==> src/design/u8cp_pkg.sv <==
// Shared types, constants and mapping tables for the UTF-8 to CP437 decoder.
// No dependencies.
`timescale 1ns / 1ps

package u8cp_pkg;

  localparam logic [7:0] QMARK = 8'h3F;

  // Sequence length codes: number of continuation bytes of the open sequence.
  localparam logic [1:0] LEN_2B = 2'd1;
  localparam logic [1:0] LEN_3B = 2'd2;
  localparam logic [1:0] LEN_4B = 2'd3;

  localparam logic [20:0] MIN_2B = 21'h00080;
  localparam logic [20:0] MIN_3B = 21'h00800;

  typedef struct packed {
    logic [1:0]  rem;
    logic [20:0] acc;
    logic [1:0]  len;
  } dec_state_t;

  localparam logic [7:0] LATIN_ROM [0:127] = '{
    8'h3F, 8'h3F, 8'h3F, 8'h3F, 8'h3F, 8'h3F, 8'h3F, 8'h3F,
    8'h3F, 8'h3F, 8'h3F, 8'h3F, 8'h3F, 8'h3F, 8'h3F, 8'h3F,
    8'h3F, 8'h3F, 8'h3F, 8'h3F, 8'h3F, 8'h3F, 8'h3F, 8'h3F,
    8'h3F, 8'h3F, 8'h3F, 8'h3F, 8'h3F, 8'h3F, 8'h3F, 8'h3F,
    8'h20, 8'hAD, 8'h9B, 8'h9C, 8'h3F, 8'h9D, 8'h7C, 8'h15,
    8'h22, 8'h63, 8'hA6, 8'hAE, 8'hAA, 8'h2D, 8'h52, 8'h3F,
    8'hF8, 8'hF1, 8'hFD, 8'h33, 8'h27, 8'hE6, 8'h14, 8'hFA,
    8'h2C, 8'h31, 8'hA7, 8'hAF, 8'hAC, 8'hAB, 8'h3F, 8'hA8,
    8'h41, 8'h41, 8'h41, 8'h41, 8'h8E, 8'h8F, 8'h92, 8'h80,
    8'h45, 8'h90, 8'h45, 8'h45, 8'h49, 8'h49, 8'h49, 8'h49,
    8'h44, 8'hA5, 8'h4F, 8'h4F, 8'h4F, 8'h4F, 8'h99, 8'h78,
    8'h4F, 8'h55, 8'h55, 8'h55, 8'h9A, 8'h59, 8'h3F, 8'hE1,
    8'h85, 8'hA0, 8'h83, 8'h61, 8'h84, 8'h86, 8'h91, 8'h87,
    8'h8A, 8'h82, 8'h88, 8'h89, 8'h8D, 8'hA1, 8'h8C, 8'h8B,
    8'h3F, 8'hA4, 8'h95, 8'hA2, 8'h93, 8'h6F, 8'h94, 8'hF6,
    8'h6F, 8'h97, 8'hA3, 8'h96, 8'h81, 8'h79, 8'h3F, 8'h98
  };

  function automatic logic [7:0] sym_glyph(input logic [20:0] u);
    logic [7:0] g;
    g = QMARK;
    if (u[20:16] == 5'd0) begin
      case (u[15:0])
        16'h2013: g = 8'h2D;
        16'h2014: g = 8'h2D;
        16'h2018: g = 8'h27;
        16'h2019: g = 8'h27;
        16'h201C: g = 8'h22;
        16'h201D: g = 8'h22;
        16'h2022: g = 8'h07;
        16'h2026: g = 8'h2E;
        16'h2039: g = 8'h3C;
        16'h203A: g = 8'h3E;
        16'h20AC: g = 8'h45;
        16'h2190: g = 8'h1B;
        16'h2191: g = 8'h18;
        16'h2192: g = 8'h1A;
        16'h2193: g = 8'h19;
        16'h2500: g = 8'hC4;
        16'h2502: g = 8'hB3;
        16'h250C: g = 8'hDA;
        16'h2510: g = 8'hBF;
        16'h2514: g = 8'hC0;
        16'h2518: g = 8'hD9;
        16'h251C: g = 8'hC3;
        16'h2524: g = 8'hB4;
        16'h252C: g = 8'hC2;
        16'h2534: g = 8'hC1;
        16'h253C: g = 8'hC5;
        16'h2550: g = 8'hCD;
        16'h2551: g = 8'hBA;
        16'h2588: g = 8'hDB;
        16'h2591: g = 8'hB0;
        16'h2592: g = 8'hB1;
        16'h2593: g = 8'hB2;
        16'h2248: g = 8'hF7;
        16'h2260: g = 8'h21;
        16'h2264: g = 8'hF3;
        16'h2265: g = 8'hF2;
        default: g = QMARK;
      endcase
    end
    return g;
  endfunction

  function automatic logic [7:0] map_point(input logic [20:0] u);
    logic [7:0] g;
    if (u[20:8] == 13'd0 && u[7]) begin
      g = LATIN_ROM[u[6:0]];
    end else begin
      g = sym_glyph(u);
    end
    return g;
  endfunction

endpackage

==> src/design/utf8_to_cp437_decoder_top.sv <==
// UTF-8 to CP437 decoder: one UTF-8 byte in per item, zero or one CP437 byte out.
// Takes one byte every cycle while in_stall is low. A byte is held in the input register at the
// edge that accepts it. Its result is written to the result register when the byte advances,
// which waits while a stalled result holds it. Lead and middle bytes of a sequence give no result.
// in_stall rises only while a result waits in the output register and out_stall is high.
// Depends on u8cp_pkg and u8cp_decode.
`timescale 1ns / 1ps

module utf8_to_cp437_decoder_top
  import u8cp_pkg::*;
(
  input  logic       clk,
  input  logic       rst,
  input  logic       in_valid,
  output logic       in_stall,
  input  logic [7:0] in_byte,
  output logic       out_valid,
  input  logic       out_stall,
  output logic [7:0] out_char
);

  logic       byte_valid;
  logic [7:0] byte_reg;
  dec_state_t state;
  dec_state_t state_next;
  logic       emit;
  logic [7:0] ch;
  logic       out_free;
  logic       advance;

  assign out_free = !out_valid || !out_stall;
  assign advance  = byte_valid && out_free;
  assign in_stall = byte_valid && !out_free;

  u8cp_decode u_decode (
    .cur     (state),
    .in_byte (byte_reg),
    .nxt     (state_next),
    .emit    (emit),
    .ch      (ch)
  );

  always_ff @(posedge clk) begin
    if (rst) begin
      byte_valid <= 1'b0;
    end else if (!in_stall) begin
      byte_valid <= in_valid;
    end
  end

  always_ff @(posedge clk) begin
    if (!in_stall && in_valid) begin
      byte_reg <= in_byte;
    end
  end

  always_ff @(posedge clk) begin
    if (rst) begin
      state <= '0;
    end else if (advance) begin
      state <= state_next;
    end
  end

  always_ff @(posedge clk) begin
    if (rst) begin
      out_valid <= 1'b0;
    end else if (out_free) begin
      out_valid <= byte_valid && emit;
    end
  end

  always_ff @(posedge clk) begin
    if (advance && emit) begin
      out_char <= ch;
    end
  end

endmodule

==> src/design/u8cp_decode.sv <==
// Per-byte UTF-8 decode step: next decoder state and the optional CP437 result.
// Depends on u8cp_pkg.
`timescale 1ns / 1ps

module u8cp_decode
  import u8cp_pkg::*;
(
  input  dec_state_t cur,
  input  logic [7:0] in_byte,
  output dec_state_t nxt,
  output logic       emit,
  output logic [7:0] ch
);

  logic [20:0] acc_shift;
  logic        overlong;

  assign acc_shift = {cur.acc[14:0], in_byte[5:0]};
  assign overlong  = (cur.len == LEN_4B) ||
                     (cur.len == LEN_2B && acc_shift < MIN_2B) ||
                     (cur.len == LEN_3B && acc_shift < MIN_3B);

  always_comb begin
    nxt  = cur;
    emit = 1'b0;
    ch   = QMARK;
    if (!in_byte[7]) begin
      nxt.rem = 2'd0;
      emit    = 1'b1;
      ch      = in_byte;
    end else if (in_byte[7:6] == 2'b10) begin
      if (cur.rem == 2'd0) begin
        emit = 1'b1;
      end else begin
        nxt.acc = acc_shift;
        nxt.rem = cur.rem - 2'd1;
        if (cur.rem == 2'd1) begin
          emit = 1'b1;
          ch   = overlong ? QMARK : map_point(acc_shift);
        end
      end
    end else if (in_byte[7:5] == 3'b110) begin
      nxt.rem = LEN_2B;
      nxt.len = LEN_2B;
      nxt.acc = {16'd0, in_byte[4:0]};
    end else if (in_byte[7:4] == 4'b1110) begin
      nxt.rem = LEN_3B;
      nxt.len = LEN_3B;
      nxt.acc = {17'd0, in_byte[3:0]};
    end else if (in_byte[7:3] == 5'b11110) begin
      nxt.rem = LEN_4B;
      nxt.len = LEN_4B;
      nxt.acc = {18'd0, in_byte[2:0]};
    end else begin
      nxt.rem = 2'd0;
      emit    = 1'b1;
    end
  end

endmodule

==> config.mk <==
export PLATFORM = sky130hd
export DESIGN_NAME = utf8_to_cp437_decoder_top
export DESIGN_NICKNAME = d
export VERILOG_FILES = /design/src/design/u8cp_pkg.sv /design/src/design/utf8_to_cp437_decoder_top.sv /design/src/design/u8cp_decode.sv
export SDC_FILE = /design/constraint.sdc
export NUM_CORES = 1
export LEC_CHECK = 0
export ABC_AREA = 1
export ABC_CLOCK_PERIOD_IN_PS = 4600
export BUFFER_PORTS_ARGS = -buffer_cell sky130_fd_sc_hd__buf_2
export CAP_MARGIN = 20
export CORE_MARGIN = 1
export CORE_UTILIZATION = 35
export DETAILED_ROUTE_END_ITERATION = 12
export PLACE_DENSITY = 0.5
export SLEW_MARGIN = 15
export SYNTH_ARGS = -nofsm -noshare
export SYNTH_HDL_FRONTEND = slang
export SYNTH_HIERARCHICAL = 1
export SYNTH_SLANG_ARGS = --single-unit
==> constraint.sdc <==
create_clock -name clk -period 4.6 [get_ports clk]
set_input_delay 0.23 -clock clk [delete_from_list [all_inputs] [get_ports clk]]
set_output_delay 0.23 -clock clk [all_outputs]
set_load 0.02 [all_outputs]
After elaboration in Yosys (flattened, before gate mapping)
Memory sizes are Yosys's and may differ from the RTL's.
Index checks and enable logic that the tools add are counted.
- bits in latches: 0
- memories: 1
- RAM bits: 0
- output and inout port bits: 10
- flip-flop bits (word level): 37
- ROM bits: 1024
- word-level logic and storage cells: 114
- memories (memory ; words ; width ; rd ports ; clocked after Yosys merged registers in ; write ports ; line ; text):
    (no name shown) ; 128 ; 8 ; 1 ; 0 ; 0 ; u8cp_pkg.sv:92 ; g = LATIN_ROM[u[6:0]];
- $mul: 0
- reduce and logical (&&, ||, !) cells: 27
- eq/ne operators: 46
- $add $sub $neg: 1
- muxes and demuxes: 24
- bitwise logic cells: 4
- shift-type cells: 0
- $lt $le $gt $ge: 3
- divide/modulo/power cells: 0
- operator list (kind ; number):
    == test 16 x 14 -> 1 bit (second input constant) ; 36
    one-hot mux 8 bit (33 select lines) ; 1
    2-to-1 mux 23 bit ; 3
    2-to-1 mux 25 bit ; 2
    2-to-1 mux 7 bit ; 5
    2-to-1 mux 8 bit ; 4
    < comparator 21 x 12 -> 1 bit (second input constant) ; 1
    < comparator 21 x 8 -> 1 bit (second input constant) ; 1
    logical NOT 13 bit ; 1
    greater-or-equal comparator 8 bit (second input constant) ; 1
    logical AND 1 bit ; 8
    inverter 7 -> 8 bit ; 1
    AND reduction 4 bit ; 2
    2-to-1 mux 1 bit ; 7
    == test 2 bit (second input constant) ; 3
    OR reduction 2 bit ; 3
    == test 5 bit (second input constant) ; 1
    logical NOT 5 bit ; 1
    OR reduction 5 bit ; 1
    == test 2 x 1 -> 1 bit (second input constant) ; 2
    == test 4 bit (second input constant) ; 1
    logical NOT 1 bit ; 4
    2-to-1 mux 2 bit ; 2
    nonzero test 4 bit ; 1
    other kinds (9) ; 13

Longest topological paths before layout
Gate-level depths: netlist (run 1).
- depth after elaboration: 10
- gate-level depth with buffers: 15
- gate-level depth less buffers: 15

By module
Netlist (run 1), hierarchy kept.
- by module, submodules not included (module ; instances ; cells an instance ; sequential area each (µm²) ; area each (µm²)):
    u8cp_decode ; 1 ; 538 ; 0.0 ; 2642.5
    utf8_to_cp437_decoder_top ; 1 ; 192 ; 1021.0 ; 1701.6

Least setup slack after synthesis (run 1)
OpenSTA, ideal clock, no wires.
- path type: reg2reg
- start point: register byte_reg[1]
- end point: register out_char[3], data pin
- data arrival time: 2.011 ns
- library setup time: 0.254 ns
- path slack: 2.335 ns
- cell stages (with the launch flop): 15
- buffers on the path: 1
- cell sequence: edfxtp_1 -> inv_1 -> ha_1 -> clkbuf_1 -> nand2_1 -> nor2_1 -> nand2_1 -> nand2_1 -> nor2_1 -> nand2_1 -> nor2_2 -> nand2_1 -> nand2_1 -> a21oi_1 -> nor2_1
- cells in the longest elaborated chain, start to end: 10
- elaborated cells on any way between the ends: 57
- classes of those cells: order compare (2); eq/ne (36); mux (10); bitwise (1); reduce/logical (7); memory (1)
- RTL lines (what ; line ; text):
    start: declaration ; utf8_to_cp437_decoder_top.sv:23 ; logic [7:0] byte_reg;
    start signal: assignment ; utf8_to_cp437_decoder_top.sv:53 ; byte_reg <= in_byte;
    inverter 7 -> 8 bit (not written as such) or == test 16 x 14 -> 1 bit (tied branches) ; u8cp_pkg.sv:92, u8cp_pkg.sv:46 ;
    memory read (128 x 8 bit) or OR reduction 2 bit (tied branches) ; -- ;
    2-to-1 mux 8 bit (not written as such) or one-hot mux 8 bit (33 select lines) (tied branches) ; u8cp_pkg.sv:92, u8cp_pkg.sv:46 ;
    2-to-1 mux 8 bit (on tied branches) ; u8cp_pkg.sv:92, u8cp_pkg.sv:45 ;
    2-to-1 mux 8 bit ; u8cp_pkg.sv:91 ; if (u[20:8] == 13'd0 && u[7]) begin
    2-to-1 mux 7 bit * ; u8cp_decode.sv:39 ; ch = overlong ? QMARK : map_point(acc_shift);
    2-to-1 mux 7 bit * ; u8cp_decode.sv:37 ; if (cur.rem == 2'd1) begin
    2-to-1 mux 7 bit * ; u8cp_decode.sv:32 ; if (cur.rem == 2'd0) begin
    2-to-1 mux 7 bit * ; u8cp_decode.sv:31 ; end else if (in_byte[7:6] == 2'b10) begin
    2-to-1 mux 7 bit * ; u8cp_decode.sv:27 ; if (!in_byte[7]) begin
    via ch[3] ; utf8_to_cp437_decoder_top.sv:27 ; logic [7:0] ch;
    end signal: assignment ; utf8_to_cp437_decoder_top.sv:75 ; out_char <= ch;
    end: declaration ; utf8_to_cp437_decoder_top.sv:19 ; output logic [7:0] out_char
Mark *: on every way through the listed nets, which the timed path passes. The rest lies on a longest branch. The select of a mux whose other input is x is not followed.
A chain may end at the register's enable or synchronous reset.

Final worst setup path (run 1)
- start point: register byte_reg[4]
- end point: register out_char[3] (enable)
- cells in the longest elaborated chain, start to end: 7
- elaborated cells on any way between the ends: 8
- classes of those cells: eq/ne (2); mux (5); reduce/logical (1)
- RTL lines (what ; line ; text):
    == test 5 bit ; u8cp_decode.sv:50 ; end else if (in_byte[7:3] == 5'b11110) begin
    2-to-1 mux 1 bit ; u8cp_decode.sv:50 ;
    2-to-1 mux 1 bit * ; u8cp_decode.sv:46 ; end else if (in_byte[7:4] == 4'b1110) begin
    2-to-1 mux 1 bit * ; u8cp_decode.sv:42 ; end else if (in_byte[7:5] == 3'b110) begin
    2-to-1 mux 1 bit * ; u8cp_decode.sv:31 ;
    2-to-1 mux 1 bit * ; u8cp_decode.sv:27 ;
    via emit ; utf8_to_cp437_decoder_top.sv:26 ; logic emit;
    logical AND 1 bit * ; utf8_to_cp437_decoder_top.sv:74 ; if (advance && emit) begin
Mark *: on every way through the listed nets, which the timed path passes. The rest lies on a longest branch.

==> flow_summary.json, run 1 <==
{
  "run_status": "complete, no violations",
  "fin_cells": 819,
  "min_to": "byte_reg[2]$_DFFE_PP_",
  "timing.hold.ws_ns": 0.121,
  "drt-pass1-iter-count": 5,
  "syn-instance-count": 682,
  "synth_area_per_cell_sq_um": 5.92,
  "period_needed_ns": 3.02,
  "worst_r2r_endpoint": "out_char[3]$_DFFE_PP_",
  "grt_util_all_layers_pct": 24.1,
  "cts_root_buffer": "clkbuf_16",
  "clock_sink_count": 37,
  "multi_input_gate_area_in_the_final_layout_sq_um": 2610,
  "routed_wl_microns": 13600,
  "largest_register_ff_count": 19,
  "antenna_cells": 0,
  "reg2reg_setup_slack_ns": 1.58,
  "maxSlewHeadroom_pct": 27.5,
  "drt_drc_violations_left": 0,
  "chipHeight_microns": 109,
  "final_max_slew_viol_count": 0,
  "power.leakage_nw": 2.01,
  "fp-row-count": 38,
  "die_width_microns": 109,
  "worst_ep_required_time_ns": 4.50,
  "hold_path_startpoint": "in_byte[2]",
  "areaGrowthSynthToFinish_pct": 5.70,
  "rsz_0062_raised_after_global_routing": "false",
  "worst_path_most_repeated_cell": "nand2_1",
  "nFillCells": 1270,
  "min_setup_slack_post_route_ns": 1.58,
  "vias": 4470,
  "vdd_drop_max_mv": 0.141,
  "min_delay_path_depth": 1,
  "worstPathCellList": "nand2_1 > inv_1 > nand2_1 > nand2_2 > nand2_1 > inv_1 > nand2_1 > a21oi_1",
  "dp_cells": 812,
  "crit_path_start_kind": "register",
  "max_cap_viol_count": 0,
  "synth_warnings": 6,
  "numPortBuffers": 21,
  "final_hold_viol_count": 0,
  "post_layout_power_mw": 1.01,
  "final.setup.tns_ns": 0,
  "route.antenna.remaining_nets": 0,
  "critical-path-slowest-cell": "a21oi_1",
  "max_clock_freq_ghz": 0.331,
  "clock-skew-final_ns": 0.00335,
  "dieArea_sq_um": 12000,
  "power.density_nw_per_um2": 236,
  "worst-slew-pin-transition_ns": 1.09,
  "syn_area_sq_um": 4040,
  "avgViaCountPerCell": 5.46,
  "clock_h_tree_levels": 2,
  "floorplan.io_pins": 22,
  "worst_hold_path_type": "in -> reg",
  "dp_hpwl_microns": 10500,
  "initial_utilization_pct": 36.6,
  "drive_gt1_share_pct": 11.5,
  "synth.net_count": 707,
  "cts_hold_buffers": 0,
  "critical_path.max_stage_delay_ns": 0.85,
  "grt_overflow_total": 0,
  "worstSetupPathType": "reg -> reg",
  "finalNetCount": 704,
  "grt_first_pass_wirelength_microns": 21800,
  "critical_path.endpoint_type": "register",
  "placedInstanceArea_sq_um": 4120,
  "dp_slack_ns": 1.61,
  "detail_route.wl_per_cell_microns": 16.7,
  "grt_antenna_before_repair": 0,
  "drt_first_iter_violations": 342,
  "post_route_cell_area_sq_um": 4270,
  "gpl.final_weighted_congestion": 0.964,
  "setup_violations": 0,
  "core_area_sq_um": 11000,
  "first_global_vias": 4226,
  "worst_skew_pair.late_latency_ns": 0.28,
  "cts_made_buffers": 5,
  "ff_latch_area_sq_um": 901,
  "grt_start_max_net_pins": 41,
  "postCtsSetupBuffers": 0,
  "post_cts_resize_count": 0,
  "period_share_pct": 65.6,
  "worstReg2RegStart": "byte_reg[4]$_DFFE_PP_",
  "cts_tree": "done",
  "arrival_ns": 2.92,
  "ctsLongestPathBuffers": 2,
  "clk_transition_reported_paths_ns": 0.05,
  "finish.utilization_pct": 38.7,
  "cp_max_fo": 11,
  "r2r_cells": 8
}
where the power goes:
group	leakage [nW]	total [mW]	switching, mW	internal (mW)
clock	0.0700	0.339	0.127	0.213
combinational	1.61	0.278	0.193	0.0850
sequential	0.325	0.391	0.0264	0.365
total	2.01	1.01	0.346	0.662
cells in the final DEF, fill, tap and decap left out, types with 13 or more instances in the layout:
master	instances
dfxtp_1	21
o21ai_0	35
inv_1	71
nand2_1	164
ha_1	13
nand3_1	63
buf_2	21
nor2_1	106
edfxtp_1	16
a21oi_1	49
worst max-delay path, delay by kind of cell (launching register included):
kind | cells | cell delay, ns
AOI/OAI and AO/OA | 1 | 0.85
and+or+nand+nor | 5 | 0.77
DFF | 1 | 0.58
buffers and inverters | 2 | 0.44
final cells by class:
type / instances / share of cell area [%]
clock buffers: 7 / 3.34
inverters: 82 / 7.21
multi-input cells: 528 / 61.1
flip-flops and latches: 37 / 21.1
well taps: 140 / 4.11
repair buffers: 25 / 3.17
worst max-delay path by stage:
stage,startpoint,end,slack (ns),cells past startpoint
finish,byte_reg[4]$_DFFE_PP_,out_char[3]$_DFFE_PP_,1.58,8
global route,byte_reg[4]$_DFFE_PP_,out_char[3]$_DFFE_PP_,1.44,8
CTS,byte_reg[4]$_DFFE_PP_,out_char[3]$_DFFE_PP_,1.61,8
detailed placement,byte_reg[4]$_DFFE_PP_,out_char[7]$_DFFE_PP_,1.61,8
global placement,byte_reg[4]$_DFFE_PP_,out_char[1]$_DFFE_PP_,1.63,8
floorplan,byte_reg[1]$_DFFE_PP_,out_char[3]$_DFFE_PP_,2.33,14
metal layers:
layer	vias up	wire [microns]	track usage (%)
met2	159	6050	37.5
met3	38	826	4.33
met1	2050	6140	31.6
met5	-	0	0
met4	0	621	12.6
li1	2223	-	-
Note: power is estimated with default switching activity, not from simulation.
==> inputs of run 2 (changes only) <==
ABC_CLOCK_PERIOD_IN_PS = 2900   (was 4600)
clock period = 2.9 ns   (was 4.6 ns; I/O delays follow)
==> run 2 against run 1 <==
Net effect: combinational power grew 70%; register-to-register slack lost 1.3 ns; non-clock buffer count up 16; worst hold slack worse by 0.089 ns; via count rose by 2.3%; global-route usage up 1.2 points; final area grew 3.8%; cell count rose by 2.1%.
==> flow_summary.json, run 2 (same netlist as run 1, synthesis figures left out) <==
{
  "run_status": "complete, no violations",
  "cts_root_buffer": "clkbuf_16",
  "die_width_microns": 109,
  "worst_ep_required_time_ns": 2.93,
  "largest_register_ff_count": 19,
  "min_delay_path_depth": 1,
  "clock-skew-final_ns": 0.00803,
  "power.density_nw_per_um2": 392,
  "critical_path.max_stage_delay_ns": 0.47,
  "final.setup.tns_ns": 0,
  "numPortBuffers": 21,
  "cts_made_buffers": 5,
  "postCtsSetupBuffers": 0,
  "dieArea_sq_um": 12000,
  "drt-pass1-iter-count": 4,
  "chipHeight_microns": 109,
  "worst_skew_pair.late_latency_ns": 0.29,
  "layout.cells.most_common_list": "164 x nand2_1, 106 x nor2_1, 71 x inv_1",
  "detail_route.wl_per_cell_microns": 17.2,
  "fp-row-count": 38,
  "first_global_vias": 4281,
  "layout_commonest_cell": "nand2_1",
  "dp_hpwl_microns": 11300,
  "drt_drc_violations_left": 0,
  "grt_antenna_before_repair": 0,
  "clock_sink_count": 37,
  "period_needed_ns": 2.59,
  "ctsLongestPathBuffers": 2,
  "crit_path_start_kind": "register",
  "grt_start_max_net_pins": 40,
  "cp_max_fo": 9,
  "antenna_cells": 0,
  "cts_hold_buffers": 0,
  "worstSetupPathType": "reg -> reg",
  "vdd_drop_max_mv": 0.412,
  "worst_hold_path_type": "in -> reg",
  "cts_tree": "done",
  "r2r_cells": 13,
  "power.leakage_nw": 2.10,
  "critical-path-slowest-cell": "edfxtp_1",
  "core_area_sq_um": 11000,
  "reg2reg_setup_slack_ns": 0.31,
  "hold_path_startpoint": "in_byte[4]",
  "finalNetCount": 720,
  "gpl.final_weighted_congestion": 0.981,
  "vias": 4571,
  "floorplan.io_pins": 22,
  "critical_path.endpoint_type": "register",
  "dp_slack_ns": 0.229,
  "worst-slew-pin-transition_ns": 0.685,
  "period_share_pct": 89.4,
  "min_to": "byte_reg[4]$_DFFE_PP_",
  "maxSlewHeadroom_pct": 54.2,
  "worstReg2RegStart": "byte_reg[1]$_DFFE_PP_",
  "final_hold_viol_count": 0,
  "clock_h_tree_levels": 2,
  "grt_util_all_layers_pct": 25.2,
  "drive_gt1_share_pct": 13.9,
  "initial_utilization_pct": 36.6,
  "max_cap_viol_count": 0,
  "min_setup_slack_post_route_ns": 0.308,
  "routed_wl_microns": 14300,
  "setup_violations": 0,
  "rsz_0062_raised_after_global_routing": "false",
  "clk_transition_reported_paths_ns": 0.06,
  "avgViaCountPerCell": 5.47,
  "max_clock_freq_ghz": 0.386,
  "grt_first_pass_wirelength_microns": 22700,
  "grt_overflow_total": 0,
  "route.antenna.remaining_nets": 0,
  "final_max_slew_viol_count": 0,
  "areaGrowthSynthToFinish_pct": 9.76,
  "post_layout_power_mw": 1.74,
  "arrival_ns": 2.62,
  "drt_first_iter_violations": 357,
  "worst_r2r_endpoint": "out_char[4]$_DFFE_PP_",
  "worstPathCellList": "inv_1 > ha_2 > nand3_2 > nor2_1 > nand3_1 > nand2_1 > nor2_2 > nand2_2 > nor2_2 > nand3_2 > nand3_1 > nand2_1 > a21oi_1"
}
-- run 2: how the worst max path moves through the flow --
stage	start	endpoint	slack (ns)
5_1_grt	byte_reg[0]$_DFFE_PP_	out_char[5]$_DFFE_PP_	0.08
4_1_cts	byte_reg[1]$_DFFE_PP_	out_char[4]$_DFFE_PP_	0.22
3_3_place_gp	byte_reg[1]$_DFFE_PP_	out_char[3]$_DFFE_PP_	0.26
6_report	byte_reg[1]$_DFFE_PP_	out_char[4]$_DFFE_PP_	0.31
3_5_place_dp	byte_reg[1]$_DFFE_PP_	out_char[4]$_DFFE_PP_	0.23
2_1_floorplan	byte_reg[1]$_DFFE_PP_	out_char[3]$_DFFE_PP_	0.63
-- run 2: power by group --
part	internal (mW)	leakage [nW]	switching, mW	total [mW]
logic	0.154	1.69	0.319	0.473
clock network	0.426	0.0908	0.221	0.647
registers	0.578	0.325	0.0389	0.617
total	1.16	2.10	0.578	1.74
-- run 2: metal layers --
metal	GRT usage [%]	wire length (microns)
met1	34.0	6620
met2	39.7	6390
met3	3.56	790
met4	11.8	552
met5	0	0
-- run 2: layout make-up --
type                    count  area [sq um]
fillers                  1276          6600
inverters                  82           308
repair buffers             41           255
well taps                 140           175
multi-input cells         528          2610
clock buffers               7           175
clock inverters             1          8.76
flip-flops and latches     37           901
-- run 2: what timing repair did --
item,4_1_cts,5_1_grt
gates resized for setup,0,1
endpoints found under the setup margin,0,6
hold endpoints to repair,0,0
-- run 2: through the flow --
step | area, sq um | util, % | hold slack (ns) | instances
floorplan | 4040 | - | 0.214 | 682
global placement | 4240 | 38.5 | 0.323 | 828
detailed placement | 4240 | 38.5 | 0.323 | 828
CTS | 4430 | 40.1 | 0.0257 | 836
global route | 4430 | 40.2 | 0.0228 | 836
finish | 4430 | 40.2 | 0.0320 | 836
-- run 2: worst max-delay path: cells and delay by family (launching register included) --
kind                     cells  cell delay [ns]
adder cells (fa/ha/maj)      1             0.36
flip-flops                   1             0.47
buffers and inverters        1             0.22
AND/OR/NAND/NOR             10             1.19
AO/OA/AOI/OAI                1             0.09
==> inputs of run 3 (changes only) <==
CORE_MARGIN = 5   (was 1)
REMOVE_ABC_BUFFERS = 1   (was unset)
==> run 3 against run 2 <==
Net effect: flip-flop and latch count stayed put; register-to-register slack worse by 0.05 ns; total power fell by 2.5%; first-iteration DRC count grew 25%; clock-buffer cell count unchanged; global-route usage is 3.9 points lower; combinational power rose by 3%; non-clock buffer count is 4 higher; largest power group is now sequential cells.
==> flow_summary.json, run 3 (same netlist as run 1, synthesis figures left out) <==
{
  "run_status": "complete, no violations",
  "final_hold_viol_count": 0,
  "dp_slack_ns": 0.368,
  "reg2reg_setup_slack_ns": 0.26,
  "worst_hold_path_type": "in -> reg",
  "switching_share_pct": 34.8,
  "worst_ep_required_time_ns": 2.93,
  "routed_wl_microns": 15100,
  "worst_skew_pair.late_latency_ns": 0.29,
  "avgViaCountPerCell": 5.59,
  "period_share_pct": 91.0,
  "critical_path.endpoint_type": "register",
  "cp_max_fo": 5,
  "final.setup.tns_ns": 0,
  "ctsLongestPathBuffers": 2,
  "r2r_cells": 13,
  "worst_r2r_endpoint": "out_char[3]$_DFFE_PP_",
  "multi_input_gate_area_in_the_final_layout_sq_um": 2610,
  "min_to": "byte_reg[2]$_DFFE_PP_",
  "cts_root_buffer": "clkbuf_16",
  "internal-power_mw": 1.10,
  "post_cts_resize_count": 0,
  "rsz_0062_raised_after_global_routing": "false",
  "cts_made_buffers": 5,
  "dieArea_sq_um": 13800,
  "top_usage_layer": "met1",
  "largest_register_ff_count": 19,
  "grt_first_pass_wirelength_microns": 23900,
  "maxSlewHeadroom_pct": 52.1,
  "globalRouteMet1Util_pct": 31.5,
  "power.combinational.fraction_pct": 28.8,
  "finalNetCount": 724,
  "clock_sink_count": 37,
  "first_global_vias": 4395,
  "initial_utilization_pct": 35.5,
  "clock-skew-final_ns": 0.00511,
  "worst-slew-pin-transition_ns": 0.715,
  "floorplan.io_pins": 22,
  "p_sw_uw": 589,
  "drive_gt1_share_pct": 14.3,
  "worstSetupPathType": "reg -> reg",
  "layout_commonest_cell": "nand2_1",
  "min_delay_path_depth": 1,
  "clkPwrFrac_pct": 34.8,
  "areaGrowthSynthToFinish_pct": 10.3,
  "antenna_cells": 0,
  "detail_route.wl_per_cell_microns": 18.0,
  "grt_util_met2_pct": 30.4,
  "hold_path_startpoint": "in_byte[2]",
  "cts_tree": "done",
  "vdd_drop_max_mv": 0.405,
  "drt_drc_violations_left": 0,
  "ff_latch_area_sq_um": 901,
  "crit_path_start_kind": "register",
  "die_width_microns": 117,
  "power.leakage_nw": 2.12,
  "layout.cells.most_common_list": "164 x nand2_1, 106 x nor2_1, 71 x inv_1",
  "grt_util_all_layers_pct": 21.3,
  "worstReg2RegStart": "byte_reg[0]$_DFFE_PP_",
  "clk_transition_reported_paths_ns": 0.06,
  "vias": 4710,
  "numPortBuffers": 21,
  "grtUsageMet3_pct": 4.48,
  "nFillCells": 1259,
  "grt_overflow_total": 0,
  "dp_hpwl_microns": 11600,
  "clock_h_tree_levels": 2,
  "postCtsSetupBuffers": 0,
  "arrival_ns": 2.67,
  "setup_violations": 0,
  "grt_start_max_net_pins": 41,
  "cts_hold_buffers": 0,
  "period_needed_ns": 2.64,
  "final_max_slew_viol_count": 0,
  "chipHeight_microns": 117,
  "gpl.final_weighted_congestion": 0.974,
  "route.antenna.remaining_nets": 0,
  "core_area_sq_um": 11400,
  "drt-pass1-iter-count": 7,
  "max_clock_freq_ghz": 0.379,
  "seq_power_share_pct": 36.4,
  "fp-row-count": 39,
  "max_cap_viol_count": 0,
  "min_setup_slack_post_route_ns": 0.261,
  "drt_first_iter_violations": 448,
  "grt_antenna_before_repair": 0,
  "power.density_nw_per_um2": 380
}
-- run 3: cell count changes in the layout (fill, tap and decap cells not counted) --
cell	change
ha_1	+1
ha_2	-1
clkbuf_16	-2
buf_12	+1
clkbuf_8	+2
buf_4	+3
-- run 3: worst max-delay path by stage --
stage / cells after the start / slack, ns / start / to
2_1_floorplan: 13 / 0.48 / byte_reg[2]$_DFFE_PP_ / out_char[6]$_DFFE_PP_
3_3_place_gp: 13 / 0.22 / byte_reg[0]$_DFFE_PP_ / out_char[3]$_DFFE_PP_
3_5_place_dp: 13 / 0.37 / byte_reg[0]$_DFFE_PP_ / out_char[3]$_DFFE_PP_
4_1_cts: 13 / 0.34 / byte_reg[0]$_DFFE_PP_ / out_char[3]$_DFFE_PP_
5_1_grt: 13 / 0.06 / byte_reg[0]$_DFFE_PP_ / out_char[3]$_DFFE_PP_
6_report: 13 / 0.26 / byte_reg[0]$_DFFE_PP_ / out_char[3]$_DFFE_PP_
-- run 3: cell type report --
| cell class | instances | area share [%] |
|---|---|---|
| clock inverters | 1 | 0.197 |
| multi-input cells | 528 | 58.5 |
| repair buffers | 45 | 6.69 |
| flip-flops and latches | 37 | 20.2 |
| inverters | 82 | 6.91 |
| well taps | 143 | 4.02 |
| clock buffers | 7 | 3.43 |
-- run 3: worst max-delay path, cell delays in order, from the launching register on --
cell	delay, ns
edfxtp_1	0.40
inv_1	0.12
ha_1	0.35
nand2_1	0.12
nor2_1	0.39
nand2_1	0.17
a21oi_1	0.21
nor2_1	0.09
nand2_1	0.08
nor2_2	0.05
nand2_1	0.09
nand2_1	0.07
a21oi_1	0.19
nor2_1	0.07
-- run 3: power groups by stage --
stage               Combinational, mW  Sequential [mW]  Clock, mW
detailed placement              0.475            0.626          0
global route                    0.538            0.621      0.629
global placement                0.486            0.627          0
finish                          0.488            0.616      0.589
floorplan                       0.290            0.638          0
CTS                             0.477            0.616      0.605
-- run 3: routing by layer --
layer / wire length [microns] / share of wire, %
met1: 6870 / 45
met2: 6400 / 42
met3: 1420 / 9.4
met4: 442 / 2.9
met5: 0 / 0
-- run 3: per-stage QoR --
stage,total power [mW],instance area (sq um),hold slack [ns],utilization [%],cells
after floorplan,0.928,3810,0.214,-,647
final,1.69,4450,0.0333,39.2,843
after global placement,1.11,4290,0.322,37.7,835
after CTS,1.70,4450,0.0252,39.2,843
after detailed placement,1.10,4290,0.324,37.7,835
after global routing,1.79,4450,0.0245,39.2,843
